### config.mk
export PLATFORM = sky130hd
export DESIGN_NAME = length_checksum_packet_receiver_flat
export DESIGN_NICKNAME = d
export VERILOG_FILES = /design/src/design/lcpr_pkg.sv /design/src/design/lcpr_if.sv /design/src/design/length_checksum_packet_receiver.sv /design/src/design/lcpr_in_stage.sv /design/src/design/lcpr_deframer.sv /design/src/design/lcpr_out_stage.sv /design/src/flat_wrapper.sv
export SDC_FILE = /design/constraint.sdc
export NUM_CORES = 1
export LEC_CHECK = 0
export ABC_AREA = 1
export BUFFER_PORTS_ARGS = -buffer_cell sky130_fd_sc_hd__clkbuf_2
export CORE_AREA = 3 3 106 108
export DETAILED_ROUTE_END_ITERATION = 8
export DIE_AREA = 0 0 109 111
export HOLD_SLACK_MARGIN = 0.03
export PLACE_DENSITY = 0.69
export SLEW_MARGIN = 0
export SYNTH_ARGS = -nofsm -noshare
export SYNTH_HDL_FRONTEND = slang
export SYNTH_HIERARCHICAL = 1
export SYNTH_SLANG_ARGS = --single-unit
### constraint.sdc
create_clock -name i_clk -period 4 [get_ports i_clk]
set_input_delay 0.4 -clock i_clk [delete_from_list [all_inputs] [get_ports i_clk]]
set_output_delay 0.4 -clock i_clk [all_outputs]
set_load 0.02 [all_outputs]
### src/design/lcpr_pkg.sv
// ----------------------------------------------------------------------------
// lcpr_pkg
// Types and constants shared by the length/checksum packet receiver.
// ----------------------------------------------------------------------------
package lcpr_pkg;

    localparam int unsigned BYTE_W  = 8;
    localparam int unsigned STAT_W  = 3;
    localparam int unsigned MOD_W   = 2;
    localparam int unsigned CIDX_W  = 2;

    localparam logic [BYTE_W-1:0] ACK_CHECKSUM = 8'hCC;
    localparam logic [BYTE_W-1:0] MODULE_MASK  = 8'hC0;

    localparam logic [STAT_W-1:0] ST_OK          = 3'd0;
    localparam logic [STAT_W-1:0] ST_CHECKSUM    = 3'd1;
    localparam logic [STAT_W-1:0] ST_LENGTH      = 3'd2;
    localparam logic [STAT_W-1:0] ST_ERROR_REPLY = 3'd3;
    localparam logic [STAT_W-1:0] ST_MISMATCH    = 3'd4;

    localparam logic [CIDX_W-1:0] CFG_EXPECTED_CMD = 2'd0;
    localparam logic [CIDX_W-1:0] CFG_CHECK_CMD    = 2'd1;
    localparam logic [CIDX_W-1:0] CFG_ERROR_CMD    = 2'd2;

    typedef struct packed {
        logic [BYTE_W-1:0] expected_command;
        logic              check_command;
        logic [BYTE_W-1:0] error_command;
    } t_cfg;

    typedef struct packed {
        logic [BYTE_W-1:0] payload_byte;
        logic              payload_valid;
        logic              frame_end;
        logic [STAT_W-1:0] status;
        logic [BYTE_W-1:0] frame_command;
        logic [MOD_W-1:0]  command_module;
    } t_result;

endpackage

### src/design/lcpr_if.sv
// ----------------------------------------------------------------------------
// lcpr channel interfaces
// Receive byte channel, result channel and register write channel.
// ----------------------------------------------------------------------------
interface lcpr_rx_if;
    logic                       valid;
    logic                       ready;
    logic [lcpr_pkg::BYTE_W-1:0] rx_byte;

    modport source (output valid, output rx_byte, input ready);
    modport sink   (input valid, input rx_byte, output ready);
endinterface

interface lcpr_res_if;
    logic                        valid;
    logic                        ready;
    logic [lcpr_pkg::BYTE_W-1:0] payload_byte;
    logic                        payload_valid;
    logic                        frame_end;
    logic [lcpr_pkg::STAT_W-1:0] status;
    logic [lcpr_pkg::BYTE_W-1:0] frame_command;
    logic [lcpr_pkg::MOD_W-1:0]  command_module;

    modport source (output valid, output payload_byte, output payload_valid,
                    output frame_end, output status, output frame_command,
                    output command_module, input ready);
    modport sink   (input valid, input payload_byte, input payload_valid,
                    input frame_end, input status, input frame_command,
                    input command_module, output ready);
endinterface

interface lcpr_cfg_if;
    logic                        valid;
    logic                        ready;
    logic [lcpr_pkg::CIDX_W-1:0] index;
    logic [lcpr_pkg::BYTE_W-1:0] data;

    modport source (output valid, output index, output data, input ready);
    modport sink   (input valid, input index, input data, output ready);
endinterface

### src/design/length_checksum_packet_receiver.sv
// ----------------------------------------------------------------------------
// length_checksum_packet_receiver
// Splits a received byte stream into length/checksum frames.
// ----------------------------------------------------------------------------
// Channels: i_rx takes one received byte per item. o_res gives a result for
// every payload byte after the command and one on the last byte of each
// frame, carrying frame_end and status. Header bytes and a command byte
// that are not the last of their frame give no result. i_cfg writes the
// three registers (0 expected command, 1 check enable, 2 error command);
// it is always ready and should be written only while the block is idle.
// Path: an accepted byte is held in the input register; its result is then
// loaded into the result register, which drives o_res.
// Throughput: one byte per cycle while o_res is not held, set by the frame
// state update between the two registers.
// Reset: both registers empty, frame state waits for a length byte and all
// configuration registers read zero.
// Stall: while o_res is held, the result register keeps its item; one more
// byte waits in the input register, after which i_rx.ready drops.
// ----------------------------------------------------------------------------
module length_checksum_packet_receiver (
    input  logic       i_clk,
    input  logic       i_rst_n,
    lcpr_rx_if.sink    i_rx,
    lcpr_cfg_if.sink   i_cfg,
    lcpr_res_if.source o_res
);
    import lcpr_pkg::*;

    t_cfg              r_cfg;
    logic              in_valid;
    logic [BYTE_W-1:0] in_byte;
    logic              out_free;
    logic              advance;
    logic              has_result;
    t_result           result;

    assign i_cfg.ready = 1'b1;

    always_ff @(posedge i_clk) begin
        if (!i_rst_n) begin
            r_cfg <= '0;
        end else if (i_cfg.valid) begin
            case (i_cfg.index)
                CFG_EXPECTED_CMD: r_cfg.expected_command <= i_cfg.data;
                CFG_CHECK_CMD:    r_cfg.check_command    <= i_cfg.data[0];
                CFG_ERROR_CMD:    r_cfg.error_command    <= i_cfg.data;
                default: begin
                end
            endcase
        end
    end

    assign advance = in_valid && out_free;

    lcpr_in_stage u_in (
        .i_clk     (i_clk),
        .i_rst_n   (i_rst_n),
        .i_rx      (i_rx),
        .i_advance (advance),
        .o_valid   (in_valid),
        .o_byte    (in_byte)
    );

    lcpr_deframer u_deframer (
        .i_clk        (i_clk),
        .i_rst_n      (i_rst_n),
        .i_step       (advance),
        .i_byte       (in_byte),
        .i_cfg        (r_cfg),
        .o_has_result (has_result),
        .o_result     (result)
    );

    lcpr_out_stage u_out (
        .i_clk        (i_clk),
        .i_rst_n      (i_rst_n),
        .i_load       (advance),
        .i_has_result (has_result),
        .i_result     (result),
        .o_free       (out_free),
        .o_res        (o_res)
    );
endmodule

### src/design/lcpr_in_stage.sv
// ----------------------------------------------------------------------------
// lcpr_in_stage
// Input register for received bytes; refills in the cycle it drains.
// ----------------------------------------------------------------------------
module lcpr_in_stage (
    input  logic                        i_clk,
    input  logic                        i_rst_n,
    lcpr_rx_if.sink                     i_rx,
    input  logic                        i_advance,
    output logic                        o_valid,
    output logic [lcpr_pkg::BYTE_W-1:0] o_byte
);
    import lcpr_pkg::*;

    logic              r_valid;
    logic [BYTE_W-1:0] r_byte;

    assign i_rx.ready = !r_valid || i_advance;

    always_ff @(posedge i_clk) begin
        if (!i_rst_n) begin
            r_valid <= 1'b0;
        end else if (i_rx.ready) begin
            r_valid <= i_rx.valid;
        end
    end

    always_ff @(posedge i_clk) begin
        if (i_rx.ready && i_rx.valid) begin
            r_byte <= i_rx.rx_byte;
        end
    end

    assign o_valid = r_valid;
    assign o_byte  = r_byte;
endmodule

### src/design/lcpr_deframer.sv
// ----------------------------------------------------------------------------
// lcpr_deframer
// Frame state, running checksum and status decision for one byte.
// ----------------------------------------------------------------------------
module lcpr_deframer (
    input  logic                        i_clk,
    input  logic                        i_rst_n,
    input  logic                        i_step,
    input  logic [lcpr_pkg::BYTE_W-1:0] i_byte,
    input  lcpr_pkg::t_cfg              i_cfg,
    output logic                        o_has_result,
    output lcpr_pkg::t_result           o_result
);
    import lcpr_pkg::*;

    logic [BYTE_W-1:0] r_pos, n_pos;
    logic [BYTE_W-1:0] r_len, n_len;
    logic [BYTE_W-1:0] r_chk, n_chk;
    logic [BYTE_W-1:0] r_sum, n_sum;
    logic [BYTE_W-1:0] r_cmd, n_cmd;

    logic              is_cmd;
    logic              is_last;
    logic [STAT_W-1:0] data_status;
    logic [BYTE_W-1:0] res_cmd;
    logic [BYTE_W-1:0] res_pay;
    logic              res_pay_ok;
    logic              res_end;
    logic [STAT_W-1:0] res_status;

    assign is_cmd  = (r_pos == 8'd2);
    assign is_last = ({1'b0, r_pos} + 9'd1) >= {1'b0, r_len};

    always_comb begin
        if (n_sum != r_chk) begin
            data_status = ST_CHECKSUM;
        end else if (i_cfg.check_command && (n_cmd == i_cfg.error_command)) begin
            data_status = ST_ERROR_REPLY;
        end else if (i_cfg.check_command && (n_cmd != i_cfg.expected_command)) begin
            data_status = ST_MISMATCH;
        end else begin
            data_status = ST_OK;
        end
    end

    always_comb begin
        n_pos        = r_pos;
        n_len        = r_len;
        n_chk        = r_chk;
        n_sum        = r_sum;
        n_cmd        = r_cmd;
        o_has_result = 1'b0;
        res_pay      = '0;
        res_pay_ok   = 1'b0;
        res_end      = 1'b0;
        res_status   = ST_OK;
        res_cmd      = '0;
        case (r_pos)
            8'd0: begin
                n_len = i_byte;
                n_sum = '0;
                n_cmd = '0;
                n_chk = '0;
                if (i_byte == 8'd1) begin
                    o_has_result = 1'b1;
                    res_end      = 1'b1;
                    res_status   = ST_LENGTH;
                end else begin
                    n_pos = 8'd1;
                end
            end
            8'd1: begin
                n_chk = i_byte;
                if (r_len == 8'd0) begin
                    n_pos        = '0;
                    o_has_result = 1'b1;
                    res_end      = 1'b1;
                    res_status   = (i_byte == ACK_CHECKSUM) ? ST_OK : ST_CHECKSUM;
                end else if (r_len == 8'd2) begin
                    n_pos        = '0;
                    o_has_result = 1'b1;
                    res_end      = 1'b1;
                    res_status   = (i_byte == 8'd0) ? ST_OK : ST_CHECKSUM;
                end else begin
                    n_pos = 8'd2;
                end
            end
            default: begin
                n_sum = r_sum + i_byte;
                n_cmd = is_cmd ? i_byte : r_cmd;
                res_cmd = n_cmd;
                if (is_last) begin
                    n_pos        = '0;
                    o_has_result = 1'b1;
                    res_pay      = is_cmd ? '0 : i_byte;
                    res_pay_ok   = !is_cmd;
                    res_end      = 1'b1;
                    res_status   = data_status;
                end else begin
                    n_pos        = r_pos + 8'd1;
                    o_has_result = !is_cmd;
                    res_pay      = i_byte;
                    res_pay_ok   = !is_cmd;
                end
            end
        endcase
    end

    assign o_result.payload_byte   = res_pay;
    assign o_result.payload_valid  = res_pay_ok;
    assign o_result.frame_end      = res_end;
    assign o_result.status         = res_status;
    assign o_result.frame_command  = res_cmd;
    assign o_result.command_module = MOD_W'((res_cmd & MODULE_MASK) >> (BYTE_W - MOD_W));

    always_ff @(posedge i_clk) begin
        if (!i_rst_n) begin
            r_pos <= '0;
            r_len <= '0;
            r_chk <= '0;
            r_sum <= '0;
            r_cmd <= '0;
        end else if (i_step) begin
            r_pos <= n_pos;
            r_len <= n_len;
            r_chk <= n_chk;
            r_sum <= n_sum;
            r_cmd <= n_cmd;
        end
    end
endmodule

### src/design/lcpr_out_stage.sv
// ----------------------------------------------------------------------------
// lcpr_out_stage
// Result register driving the result channel.
// ----------------------------------------------------------------------------
module lcpr_out_stage (
    input  logic              i_clk,
    input  logic              i_rst_n,
    input  logic              i_load,
    input  logic              i_has_result,
    input  lcpr_pkg::t_result i_result,
    output logic              o_free,
    lcpr_res_if.source        o_res
);
    import lcpr_pkg::*;

    logic    r_valid;
    t_result r_result;

    assign o_free = !r_valid || o_res.ready;

    always_ff @(posedge i_clk) begin
        if (!i_rst_n) begin
            r_valid <= 1'b0;
        end else if (o_free) begin
            r_valid <= i_load && i_has_result;
        end
    end

    always_ff @(posedge i_clk) begin
        if (i_load && i_has_result) begin
            r_result <= i_result;
        end
    end

    assign o_res.valid          = r_valid;
    assign o_res.payload_byte   = r_result.payload_byte;
    assign o_res.payload_valid  = r_result.payload_valid;
    assign o_res.frame_end      = r_result.frame_end;
    assign o_res.status         = r_result.status;
    assign o_res.frame_command  = r_result.frame_command;
    assign o_res.command_module = r_result.command_module;
endmodule

### src/flat_wrapper.sv
// flat-port wrapper written by rule: the top's interface ports become plain ports
module length_checksum_packet_receiver_flat import lcpr_pkg::*;
  (i_clk, i_rst_n, i_rx_valid, i_rx_rx_byte, i_rx_ready, i_cfg_valid, i_cfg_index, i_cfg_data, i_cfg_ready, o_res_valid, o_res_payload_byte, o_res_payload_valid, o_res_frame_end, o_res_status, o_res_frame_command, o_res_command_module, o_res_ready);
  lcpr_rx_if i_rx_i ();
  lcpr_cfg_if i_cfg_i ();
  lcpr_res_if o_res_i ();
  input  logic i_clk;
  input  logic i_rst_n;
  input wire logic [$bits(i_rx_i.valid)-1:0] i_rx_valid;
  input wire logic [$bits(i_rx_i.rx_byte)-1:0] i_rx_rx_byte;
  output wire logic [$bits(i_rx_i.ready)-1:0] i_rx_ready;
  input wire logic [$bits(i_cfg_i.valid)-1:0] i_cfg_valid;
  input wire logic [$bits(i_cfg_i.index)-1:0] i_cfg_index;
  input wire logic [$bits(i_cfg_i.data)-1:0] i_cfg_data;
  output wire logic [$bits(i_cfg_i.ready)-1:0] i_cfg_ready;
  output wire logic [$bits(o_res_i.valid)-1:0] o_res_valid;
  output wire logic [$bits(o_res_i.payload_byte)-1:0] o_res_payload_byte;
  output wire logic [$bits(o_res_i.payload_valid)-1:0] o_res_payload_valid;
  output wire logic [$bits(o_res_i.frame_end)-1:0] o_res_frame_end;
  output wire logic [$bits(o_res_i.status)-1:0] o_res_status;
  output wire logic [$bits(o_res_i.frame_command)-1:0] o_res_frame_command;
  output wire logic [$bits(o_res_i.command_module)-1:0] o_res_command_module;
  input wire logic [$bits(o_res_i.ready)-1:0] o_res_ready;
  assign i_rx_i.valid = i_rx_valid;
  assign i_rx_i.rx_byte = i_rx_rx_byte;
  assign i_rx_ready = i_rx_i.ready;
  assign i_cfg_i.valid = i_cfg_valid;
  assign i_cfg_i.index = i_cfg_index;
  assign i_cfg_i.data = i_cfg_data;
  assign i_cfg_ready = i_cfg_i.ready;
  assign o_res_valid = o_res_i.valid;
  assign o_res_payload_byte = o_res_i.payload_byte;
  assign o_res_payload_valid = o_res_i.payload_valid;
  assign o_res_frame_end = o_res_i.frame_end;
  assign o_res_status = o_res_i.status;
  assign o_res_frame_command = o_res_i.frame_command;
  assign o_res_command_module = o_res_i.command_module;
  assign o_res_i.ready = o_res_ready;
  length_checksum_packet_receiver u_core (.i_clk(i_clk), .i_rst_n(i_rst_n), .i_rx(i_rx_i), .i_cfg(i_cfg_i), .o_res(o_res_i));
endmodule
**After elaboration in Yosys (flattened, before gate mapping)**

Index checks and enable logic that the tools add are counted.

- Register bits after elaboration: 88
- Input port bits: 23
- Output and inout port bits: 26
- Logic and storage cells: 82

- Add/subtract/negate cells: 3
- $lt $le $gt $ge: 1
- Equal/unequal tests: 11
- Mux-type cells: 28
- Reduce and logical (&&, ||, !) cells: 22

Operators with widths:

| operator | count |
|---|---|
| $pmux 8 s2 | 4 |
| $mux 8 | 5 |
| $logic_not 8->1 | 3 |
| $eq 8x1->1 const B | 2 |
| $eq 8x2->1 const B | 2 |
| $ne 8x8->1 | 2 |
| $mux 3 | 4 |
| $reduce_and 2->1 | 6 |
| $add 8x1->9 const B | 1 |
| $ge 9x8->1 | 1 |
| $mux 1 | 9 |
| $add 8x1->8 const B | 1 |
| $add 8x8->8 | 1 |
| $eq 8x8->1 | 1 |
| $eq 8x8->1 const B | 1 |
| $mux 2 | 3 |
| $pmux 3 s2 | 1 |
| $logic_and 1x1->1 | 5 |
| $pmux 1 s2 | 2 |
| $logic_not 1->1 | 3 |
| $eq 2x1->1 const B | 1 |
| $eq 2x2->1 const B | 1 |
| $logic_not 2->1 | 1 |
| $logic_or 1x1->1 | 2 |
| 3 further kinds | 3 |

**Logic depth before layout (Yosys ltp)**

Gate-level depths: netlist of run 1.

- Depth after elaboration: 10
- Mapped depth: 18
- Mapped depth without buffers: 18

**By module**

Netlist of run 1, hierarchy kept.

Modules (own cells, without submodules):

| module | instances | cells an instance | area each (sq um) | seq. area each (sq um) |
|---|---|---|---|---|
| lcpr_deframer | 1 | 532 | 3315.7 | 800.8 |
| length_checksum_packet_receiver | 1 | 117 | 792.0 | 340.3 |
| lcpr_out_stage | 1 | 30 | 740.7 | 710.7 |
| lcpr_in_stage | 1 | 15 | 291.5 | 260.2 |

**Worst setup path before layout of run 1**

OpenSTA, ideal clock, no wires.

- Path kind: register to register
- Start point: register u_core.u_deframer.r_pos[0]
- End point: register u_core.u_out.r_result, in the netlist u_core/u_out/o_res.command_module[0] (enable)
- Setup time: 0.378 ns
- Arrival: 2.626 ns
- Data required time: 3.622 ns
- Slack: 0.997 ns
- Cell stages (with the launch flop): 15
- Path buffers: 0
- Clock period less this slack: 3.003 ns
- Path through: dfxtp_1 > inv_1 > nor3_1 > nand3_1 > nor3_1 > xor2_1 > ha_1 > nand4_1 > nand3b_1 > nand3_2 > nand2_2 > nand3b_1 > or2_1 > nand2_1 > inv_1

- Word-level cells in the longest chain between the ends: 5
- Elaborated cells on any way between the ends: 9
- Those cells by class: add/sub (1); order compare (1); eq/ne (2); mux (2); reduce/logical (3)

Ends and longest elaborated chain:

| element | line | text |
|---|---|---|
| from (decl) | lcpr_deframer.sv:16 | `logic [BYTE_W-1:0] r_pos, n_pos;` |
| from (signal assigned) | lcpr_deframer.sv:124 | `r_pos <= n_pos;` |
| $add 8x1->9 / $eq 8x2->1 (equally long branches) | lcpr_deframer.sv:32, lcpr_deframer.sv:31 |  |
| $ge 9x8->1 / $logic_not 1->1 (equally long branches) | lcpr_deframer.sv:32, lcpr_deframer.sv:101 |  |
| $mux 1 | lcpr_deframer.sv:92 | `if (is_last) begin` |
| $pmux 1 s2 (*) | lcpr_deframer.sv:58 | `case (r_pos)` |
| via u_core.has_result | length_checksum_packet_receiver.sv:34 | `logic has_result;` |
| $logic_and 1x1->1 (*) | lcpr_out_stage.sv:30 | `if (i_load && i_has_result) begin` |
| to (signal assigned) | lcpr_out_stage.sv:31 | `r_result <= i_result;` |
| to (decl) | lcpr_out_stage.sv:17 | `t_result r_result;` |

Mark *: on every way through the listed nets, which the timed path passes. The rest lies on a longest branch.
A chain may end at the register's enable or synchronous reset.

**Final worst setup path of run 1**

- Start point: register u_core.u_deframer.r_pos[0]
- End point: register u_core.u_out.r_result, in the netlist u_core/u_out/o_res.frame_end (enable)

Same word-level chain as after synthesis.

==> flow_summary.yaml, run 1 <==
die:
  rows: 37
  die_w_um: 109
  core-area_sq_mm: 0.01032
  io_pins: 49
  die_h_um: 111
  start_util_pct: 49.79
  dieArea_sq_mm: 0.01210
sta:
  rsz0062_at_grt: "no"
  fin_setup_tns_ns: 0
  period_share_pct: 87.57
  hold_viol: 0
  setup_viol: 0
  maxSlewViolCount: 0
  fin_crit_ns: 3.503
  max_freq_ghz: 0.2855
  slew_headroom_pct: 43.74
  fin_ws_ns: 0.4971
  fin_skew_ns: 0.01729
  worst_slew_pin_slew_ns: 0.8430
global_routing:
  antenna_found_initial: 0
  grt_usage_pct: 20.00
  grt_max_degree: 38
  grt_pass1_vias: 4079
  grt_first_pass_wirelength_um: 19340
  overflow: 0
setup_path:
  startpoint_type: "register"
  critPathMaxFanout: 23
  crit_type: "register to register"
  cp.arrival_ns: 3.49
  cp-end-kind: "register"
  critPathRequiredTime_ns: 3.99
yosys:
  yosys_most_used_dff: "dfxtp_1"
  ys_async_sr_fraction_pct: 0
  synthCells: 694
  ys_top_cells_by_area: "dfxtp_1 23%, edfxtp_1 18%, nand2_1 13%"
  synth-warning-count: 6
  synth_cell_type_count: 40
  synth_edf_count: 31
  synth_area_sq_mm: 0.005140
  synth-seq-cells: 90
  yosysTopAreaCell: "dfxtp_1"
  yosys.cell_count.top_type: "nand2_1"
  yosysSeqAreaShare_pct: 41.09
  synth.avg_cell_area_sq_um: 7.406
  ys_top_cells_by_count: "183 x nand2_1, 117 x inv_1, 59 x dfxtp_1, 57 x nor2_1, 55 x a21oi_1"
  syn_nets: 737
  synth_top_area_share_pct: 22.98
drt:
  wirelength_um: 11530
  wire_per_inst_um: 13.22
  drt_pass1_iterations: 5
  drt_iter0_drc: 342
  via_count: 4430
  drc: 0
  antenna_left: 0
  viasPerCell: 5.080
placement:
  gp_congestion: 0.9123
  place_ws_ns: 0.5171
  io_buffers: 47
  post-dp-hpwl_um: 8568
layout:
  antenna_cells: 0
  area.growth.synth_to_final_pct: 8.909
  nFillCells: 969
  layout-drive-gt1-share_pct: 12.91
  multi_input_area_sq_mm: 0.002434
  final_nets: 774
  seq_area_sq_mm: 0.002112
cts:
  numCtsBuffers: 9
  cts.repair.resized: 0
  clk_pin_slew_ns: 0.10
  cts_max_level: 3
  cts_tree: "yes"
  ctsRootBufferMaster: "clkbuf_8"
  clk_latency_ns: 0.36
  clock_sink_count: 90
  clk_path_buf_depth: 2
  postCtsSetupRepairBufs: 0
  cts_hold_buf: 0
min_path:
  hold_class: "input pin to register"
flow_run:
  maxCapViolCount: 0
power:
  ir_drop_mv: 0.2307
  power_leakage_uw: 0.002691
  powerDensity_mw_per_mm2: 389.8
run_status:
  outcome: "finished clean"
==> registers in the layout, summed over array words and instances (netlist names) <==
register,flops
u_core/r_cfg,17
u_core/u_deframer/r_chk,8
u_core/u_deframer/r_cmd,8
u_core/u_deframer/r_len,8
u_core/u_deframer/r_pos,8
u_core/u_deframer/r_sum,8
u_core/u_in/o_byte,8
u_core/u_out/o_res.frame_command,8
u_core/u_out/o_res.payload_byte,8
u_core/u_out/o_res.status,3
u_core/u_out/o_res.command_module,2
u_core/u_in/o_valid,1
u_core/u_out/o_res.frame_end,1
u_core/u_out/o_res.payload_valid,1
u_core/u_out/o_res.valid,1
==> logic make-up (layout without fill, tap and decap cells) <==
family	Yosys count	in the layout	share of synthesized area, %
adders and majority gates	20	20	5.015
DFF	90	90	41.09
xor gates and xnor gates	15	15	2.556
and+or+nand+nor	333	333	29.53
AOI/OAI and AO/OA	93	93	10.18
buffers and inverters	142	184	11.56
other	1	1	0.07296
==> where the power goes <==
part           total, uW  switching [uW]  internal, uW
Sequential          1070            46.4          1020
Combinational        531             352           178
Clock                583             347           237
==> metal layers <==
metal / track usage, % / vias to the layer above / wire length (um)
met4: 7.155 / 0 / 289
met2: 28.62 / 153 / 4775
met5: 0 / - / 0
met1: 30.10 / 1981 / 5772
met3: 3.320 / 25 / 690
li1: - / 2271 / -
==> per-stage QoR <==
stage / util (%) / total power (uW) / cells / instance area, sq um / hold slack [ns]
2_1_floorplan: - / 1491 / 694 / 5140 / 0.4488
3_3_place_gp: 52.45 / 1602 / 856 / 5415 / 0.4603
3_5_place_dp: 52.45 / 1616 / 856 / 5415 / 0.4734
4_1_cts: 54.22 / 2193 / 872 / 5598 / 0.2052
5_1_grt: 54.22 / 2319 / 872 / 5598 / 0.2060
6_report: 54.22 / 2182 / 872 / 5598 / 0.2163
==> final timing paths <==
| kind | start | to | slack (ns) | cells after the start |
|---|---|---|---|---|
| hold / removal | i_rx_rx_byte[7] | u_core/u_in/o_byte[7]$_DFFE_PP_ | 0.22 | 1 |
| hold reg to reg | u_core/u_deframer/r_chk[6]$_SDFFE_PN0P_ | u_core/u_deframer/r_chk[6]$_SDFFE_PN0P_ | 0.48 | 2 |
| setup / recovery | u_core/u_deframer/r_pos[0]$_SDFFE_PN0P_ | u_core/u_out/o_res.frame_end$_DFFE_PP_ | 0.50 | 14 |
| setup reg to reg | u_core/u_deframer/r_pos[0]$_SDFFE_PN0P_ | u_core/u_out/o_res.frame_end$_DFFE_PP_ | 0.50 | 14 |
==> worst max-delay path: stages (launching register included) <==
cell	delay, ns
dfxtp_1	0.42
inv_1	0.12
nor3_1	0.31
nand3_1	0.17
nor3_1	0.20
xor2_1	0.13
ha_1	0.33
nand4_1	0.13
nand3b_1	0.19
nand3_2	0.14
nand2_2	0.08
nand3b_1	0.13
or2_1	0.11
nand2_1	0.08
inv_1	0.58
==> cells in the final DEF (no fill, tap or decap), types with 4 or more instances in the layout <==
cell type,synthesis,routed
inv_1,117,117
a21oi_1,55,55
o21ai_0,25,25
nand2_2,5,5
nor3_1,11,11
xnor2_1,8,8
xor2_1,7,7
nand3_1,37,37
nor2_1,57,57
clkbuf_8,0,9
edfxtp_1,31,31
clkbuf_2,0,47
dfxtp_1,59,59
nand3b_1,11,11
nand3_2,6,6
nand2_1,183,183
ha_1,19,19
nand4_1,7,7
nor2_4,4,4
==> final cells by class <==
cell class	instances	area share, %
Clock buffer	9	2.213
Tap cell	136	3.040
Sequential cell	90	37.73
Timing Repair Buffer	49	4.470
Multi-Input combinational cell	462	43.47
Clock inverter	7	1.051
Inverter	119	8.024
No activity file was read; power rests on OpenSTA's default activity.
==> run 2, diff against run 1 <==
PLACE_DENSITY = 0.7   (was 0.69)
==> flow_summary.yaml, run 2 (synthesis gave the netlist of run 1 again) <==
run_status:
  outcome: "finished clean"
power:
  powerDensity_mw_per_mm2: 395.0
  total_power_uw: 2214
  ir_drop_mv: 0.2420
  power_leakage_uw: 0.002696
flow_run:
  maxCapViolCount: 0
sta:
  rsz0062_at_grt: "no"
  fin_skew_ns: 0.01050
  worst_slew_pin_slew_ns: 0.8122
  fin_setup_tns_ns: 0
  fin_crit_ns: 3.499
  slew_headroom_pct: 45.80
  setup_viol: 0
  max_freq_ghz: 0.2858
  hold_viol: 0
  maxSlewViolCount: 0
  period_share_pct: 87.48
drt:
  wl_met3_um: 853
  drt_iter0_drc: 407
  wirelength_um: 11690
  drt_pass1_iterations: 6
  dr_wl_met2_um: 5068
  wl_met1_um: 5629
  viasPerCell: 5.089
  via_count: 4438
  dr.max_layer_used: "met4"
  antenna_left: 0
  wire_per_inst_um: 13.40
  drc: 0
cts:
  clk_latency_ns: 0.37
  clk_path_buf_depth: 2
  cts_max_level: 3
  ctsRootBufferMaster: "clkbuf_8"
  clk_pin_slew_ns: 0.10
  numCtsBuffers: 9
  cts_tree: "yes"
  cts_hold_buf: 0
  postCtsSetupRepairBufs: 0
  cts.repair.resized: 0
  clock_sink_count: 90
die:
  die_h_um: 111
  io_pins: 49
  dieArea_sq_mm: 0.01210
  start_util_pct: 49.79
  die_w_um: 109
  rows: 37
  core-area_sq_mm: 0.01032
setup_path:
  crit_type: "register to register"
  critPathMaxFanout: 23
  critical-path-top-delay-family: "simple AND/OR/NAND/NOR gates"
  crit_buf_inv: 2
  cp-end-kind: "register"
  cp.arrival_ns: 3.51
  critPathRequiredTime_ns: 4.01
  max_stage_delay_ns: 0.61
  crit_chain: "inv_1 > nor3_1 > nand3_1 > nor3_1 > xor2_1 > ha_1 > nand4_1 > nand3b_1 > nand3_2 > nand2_2 > nand3b_1 > or2_1 > nand2_1 > inv_1"
  critPathSlowestCell: "inv_1"
  startpoint_type: "register"
min_path:
  hold_class: "input pin to register"
layout:
  seq_area_sq_mm: 0.002112
  area.growth.synth_to_final_pct: 9.056
  largest_reg_flops: 17
  final_nets: 774
  final_common_cell: "nand2_1"
  top_register: "u_core/r_cfg"
  multi_input_area_sq_mm: 0.002434
  nFillCells: 995
  layout-drive-gt1-share_pct: 13.04
  antenna_cells: 0
  final_cell_mix: "183 x nand2_1, 117 x inv_1, 59 x dfxtp_1, 57 x nor2_1, 55 x a21oi_1"
placement:
  io_buffers: 47
  gp_congestion: 0.8866
  post-dp-hpwl_um: 8650
global_routing:
  overflow: 0
  grt_pass1_vias: 4025
  grt_first_pass_wirelength_um: 19090
  antenna_found_initial: 0
  grt_max_degree: 38
  grt_usage_pct: 19.75
==> run 2: cell types whose count changed in the layout (fill, tap and decap cells not counted), sizes merged <==
cell	delta
clkinv	-1
inv	+1
==> run 2: final cells by class <==
type	count	share of cell area [%]
Clock inverter	7	1.183
Timing Repair Buffer	49	4.464
Multi-Input combinational cell	462	43.42
Sequential cell	90	37.68
Inverter	119	8.013
Clock buffer	9	2.210
Tap cell	136	3.036
==> run 2: routing by layer <==
metal  global-route usage [%]  vias to the layer above
li1                         -                     2272
met1                    29.28                     2000
met2                    29.16                      154
met3                    3.378                       12
met4                    6.061                        0
met5                        0                        -
==> run 2: per-stage QoR <==
step / std cells / setup WS, ns / util, % / cell area [sq um] / hold WS [ns]
finish: 872 / 0.5009 / 54.30 / 5605 / 0.2036
global route: 872 / 0.1376 / 54.30 / 5605 / 0.2015
CTS: 872 / 0.4779 / 54.30 / 5605 / 0.1970
detailed placement: 856 / 0.5030 / 52.45 / 5415 / 0.4669
global placement: 856 / 0.6410 / 52.45 / 5415 / 0.4603
floorplan: 694 / 0.9967 / - / 5140 / 0.4488
==> run 2: power breakdown <==
group / switching (uW) / internal, uW
clock network: 373 / 243
logic: 352 / 178
registers: 46.3 / 1020
total: 771 / 1440
==> run 2: worst paths after layout <==
check,startpoint,endpoint,slack [ns],cells past startpoint
setup / recovery,u_core/u_deframer/r_pos[0]$_SDFFE_PN0P_,u_core/u_out/o_res.payload_valid$_DFFE_PP_,0.50,14
hold / removal,i_rx_rx_byte[3],u_core/u_in/o_byte[3]$_DFFE_PP_,0.20,1
setup reg to reg,u_core/u_deframer/r_pos[0]$_SDFFE_PN0P_,u_core/u_out/o_res.payload_valid$_DFFE_PP_,0.50,14
hold reg to reg,u_core/u_deframer/r_chk[2]$_SDFFE_PN0P_,u_core/u_deframer/r_chk[2]$_SDFFE_PN0P_,0.48,2
==> run 3, diff against run 2 <==
BUFFER_PORTS_ARGS = -buffer_cell sky130_fd_sc_hd__buf_2   (was -buffer_cell sky130_fd_sc_hd__clkbuf_2)
CTS_CLUSTER_DIAMETER = 80   (was not set)
==> flow_summary.yaml, run 3 (synthesis gave the netlist of run 1 again) <==
run_status:
  outcome: "finished clean"
die:
  die_w_um: 109
  rows: 37
  die_h_um: 111
  io_pins: 49
  dieArea_sq_mm: 0.01210
  core-area_sq_mm: 0.01032
  start_util_pct: 49.79
power:
  ir_drop_mv: 0.2269
  p_int_uw: 1508
  pwr-share-seq_pct: 46.8
  clkPwrFrac_pct: 29.6
  switching_power_uw: 768.3
  powerDensity_mw_per_mm2: 404.4
  sw_frac_of_total_pct: 33.75
  power_leakage_uw: 0.002701
  pwr-share-comb_pct: 23.5
placement:
  placed_area_sq_mm: 0.005415
  gp_congestion: 0.8660
  io_buffers: 47
  place_inst: 856
  post-dp-hpwl_um: 8598
sta:
  maxSlewViolCount: 0
  period_share_pct: 86.90
  fin_crit_ns: 3.476
  slew_headroom_pct: 45.25
  worst_slew_pin_slew_ns: 0.8204
  setup_viol: 0
  fin_skew_ns: 0.01360
  rsz0062_at_grt: "no"
  hold_viol: 0
  max_freq_ghz: 0.2877
  fin_setup_tns_ns: 0
drt:
  drt_iter0_drc: 410
  viasPerCell: 5.045
  wirelength_um: 11720
  via_count: 4399
  drc: 0
  wire_per_inst_um: 13.44
  antenna_left: 0
  drt_pass1_iterations: 5
layout:
  final_common_cell: "nand2_1"
  final_cell_count_no_fill: 872
  final_util_pct: 54.53
  antenna_cells: 0
  final_cell_mix: "183 x nand2_1, 117 x inv_1, 59 x dfxtp_1, 57 x nor2_1, 55 x a21oi_1"
  finalInstanceArea_sq_mm: 0.005629
  final_nets: 774
  top_register: "u_core/r_cfg"
  area.growth.synth_to_final_pct: 9.518
  layout-drive-gt1-share_pct: 13.04
  nFillCells: 962
  largest_reg_flops: 17
cts:
  cts_hold_buf: 0
  ctsRootBufferMaster: "clkbuf_8"
  clk_path_buf_depth: 2
  cts.repair.resized: 0
  cts_tree: "yes"
  clk_latency_ns: 0.37
  cts_max_level: 3
  clock_sink_count: 90
  numCtsBuffers: 9
  clk_pin_slew_ns: 0.10
  postCtsSetupRepairBufs: 0
global_routing:
  antenna_found_initial: 0
  overflow: 0
  grt_first_pass_wirelength_um: 19420
  grt_pass1_vias: 3991
  grt_max_degree: 38
  grt_usage_pct: 20.27
setup_path:
  critPathRequiredTime_ns: 3.99
  startpoint_type: "register"
  crit_type: "register to register"
  critPathMaxFanout: 23
  cp.arrival_ns: 3.47
  cp-end-kind: "register"
flow_run:
  maxCapViolCount: 0
min_path:
  hold_class: "input pin to register"
-- run 3: cell count changes in the layout (fill, tap and decap cells not counted) --
cell        delta
clkinv_4       +1
clkbuf_2      -47
clkinvlp_4     -2
bufinv_16      +1
buf_2         +47
-- run 3: path summary, 6_finish.rpt --
path / startpoint / to / slack, ns / depth (start not counted)
max: u_core/u_deframer/r_pos[0]$_SDFFE_PN0P_ / u_core/u_out/o_res.frame_command[1]$_DFFE_PP_ / 0.52 / 14
min: i_rx_rx_byte[2] / u_core/u_in/o_byte[2]$_DFFE_PP_ / 0.21 / 1
max reg2reg: u_core/u_deframer/r_pos[0]$_SDFFE_PN0P_ / u_core/u_out/o_res.frame_command[1]$_DFFE_PP_ / 0.52 / 14
min reg2reg: u_core/u_deframer/r_chk[0]$_SDFFE_PN0P_ / u_core/u_deframer/r_chk[0]$_SDFFE_PN0P_ / 0.49 / 2
-- run 3: critical path, cell delays in order, from the launching register on --
cell and delay [ns]:
dfxtp_1 0.43, inv_1 0.12, nor3_1 0.30, nand3_1 0.18, nor3_1 0.21, xor2_1 0.12, ha_1 0.33, nand4_1 0.13
nand3b_1 0.19, nand3_2 0.13, nand2_2 0.08, nand3b_1 0.11, or2_1 0.10, nand2_1 0.07, inv_1 0.60
-- run 3: metrics by stage --
step | hold WS [ns] | setup WS (ns) | total power, uW
final | 0.2117 | 0.5238 | 2276
after global routing | 0.1825 | 0.1809 | 2414
after CTS | 0.1971 | 0.5010 | 2284
after detailed placement | 0.4681 | 0.5237 | 1615
after global placement | 0.4603 | 0.6419 | 1601
after floorplan | 0.4488 | 0.9967 | 1491
-- run 3: power by group through the flow --
stage               Combinational (uW)  Sequential [uW]  Clock [uW]
floorplan                          388             1100           0
global placement                   517             1080           0
detailed placement                 529             1090           0
CTS                                531             1070         687
global route                       606             1070         734
finish                             535             1070         675
-- run 3: final cells by class --
type	count	area (sq um)	share of cell area [%]
clock buffer	9	123.9	2.200
multi-input combinational	462	2434	43.23
tap	136	170.2	3.023
sequential	90	2112	37.52
timing repair buffer	49	250.2	4.445
inverter	119	449.2	7.980
clock inverter	7	90.09	1.600
-- run 3: routing by layer --
layer | track usage [%] | wire length [um]
met5 | 0 | 0
met4 | 4.461 | 125
met3 | 4.834 | 769
met2 | 29.85 | 5036
met1 | 30.02 | 5788
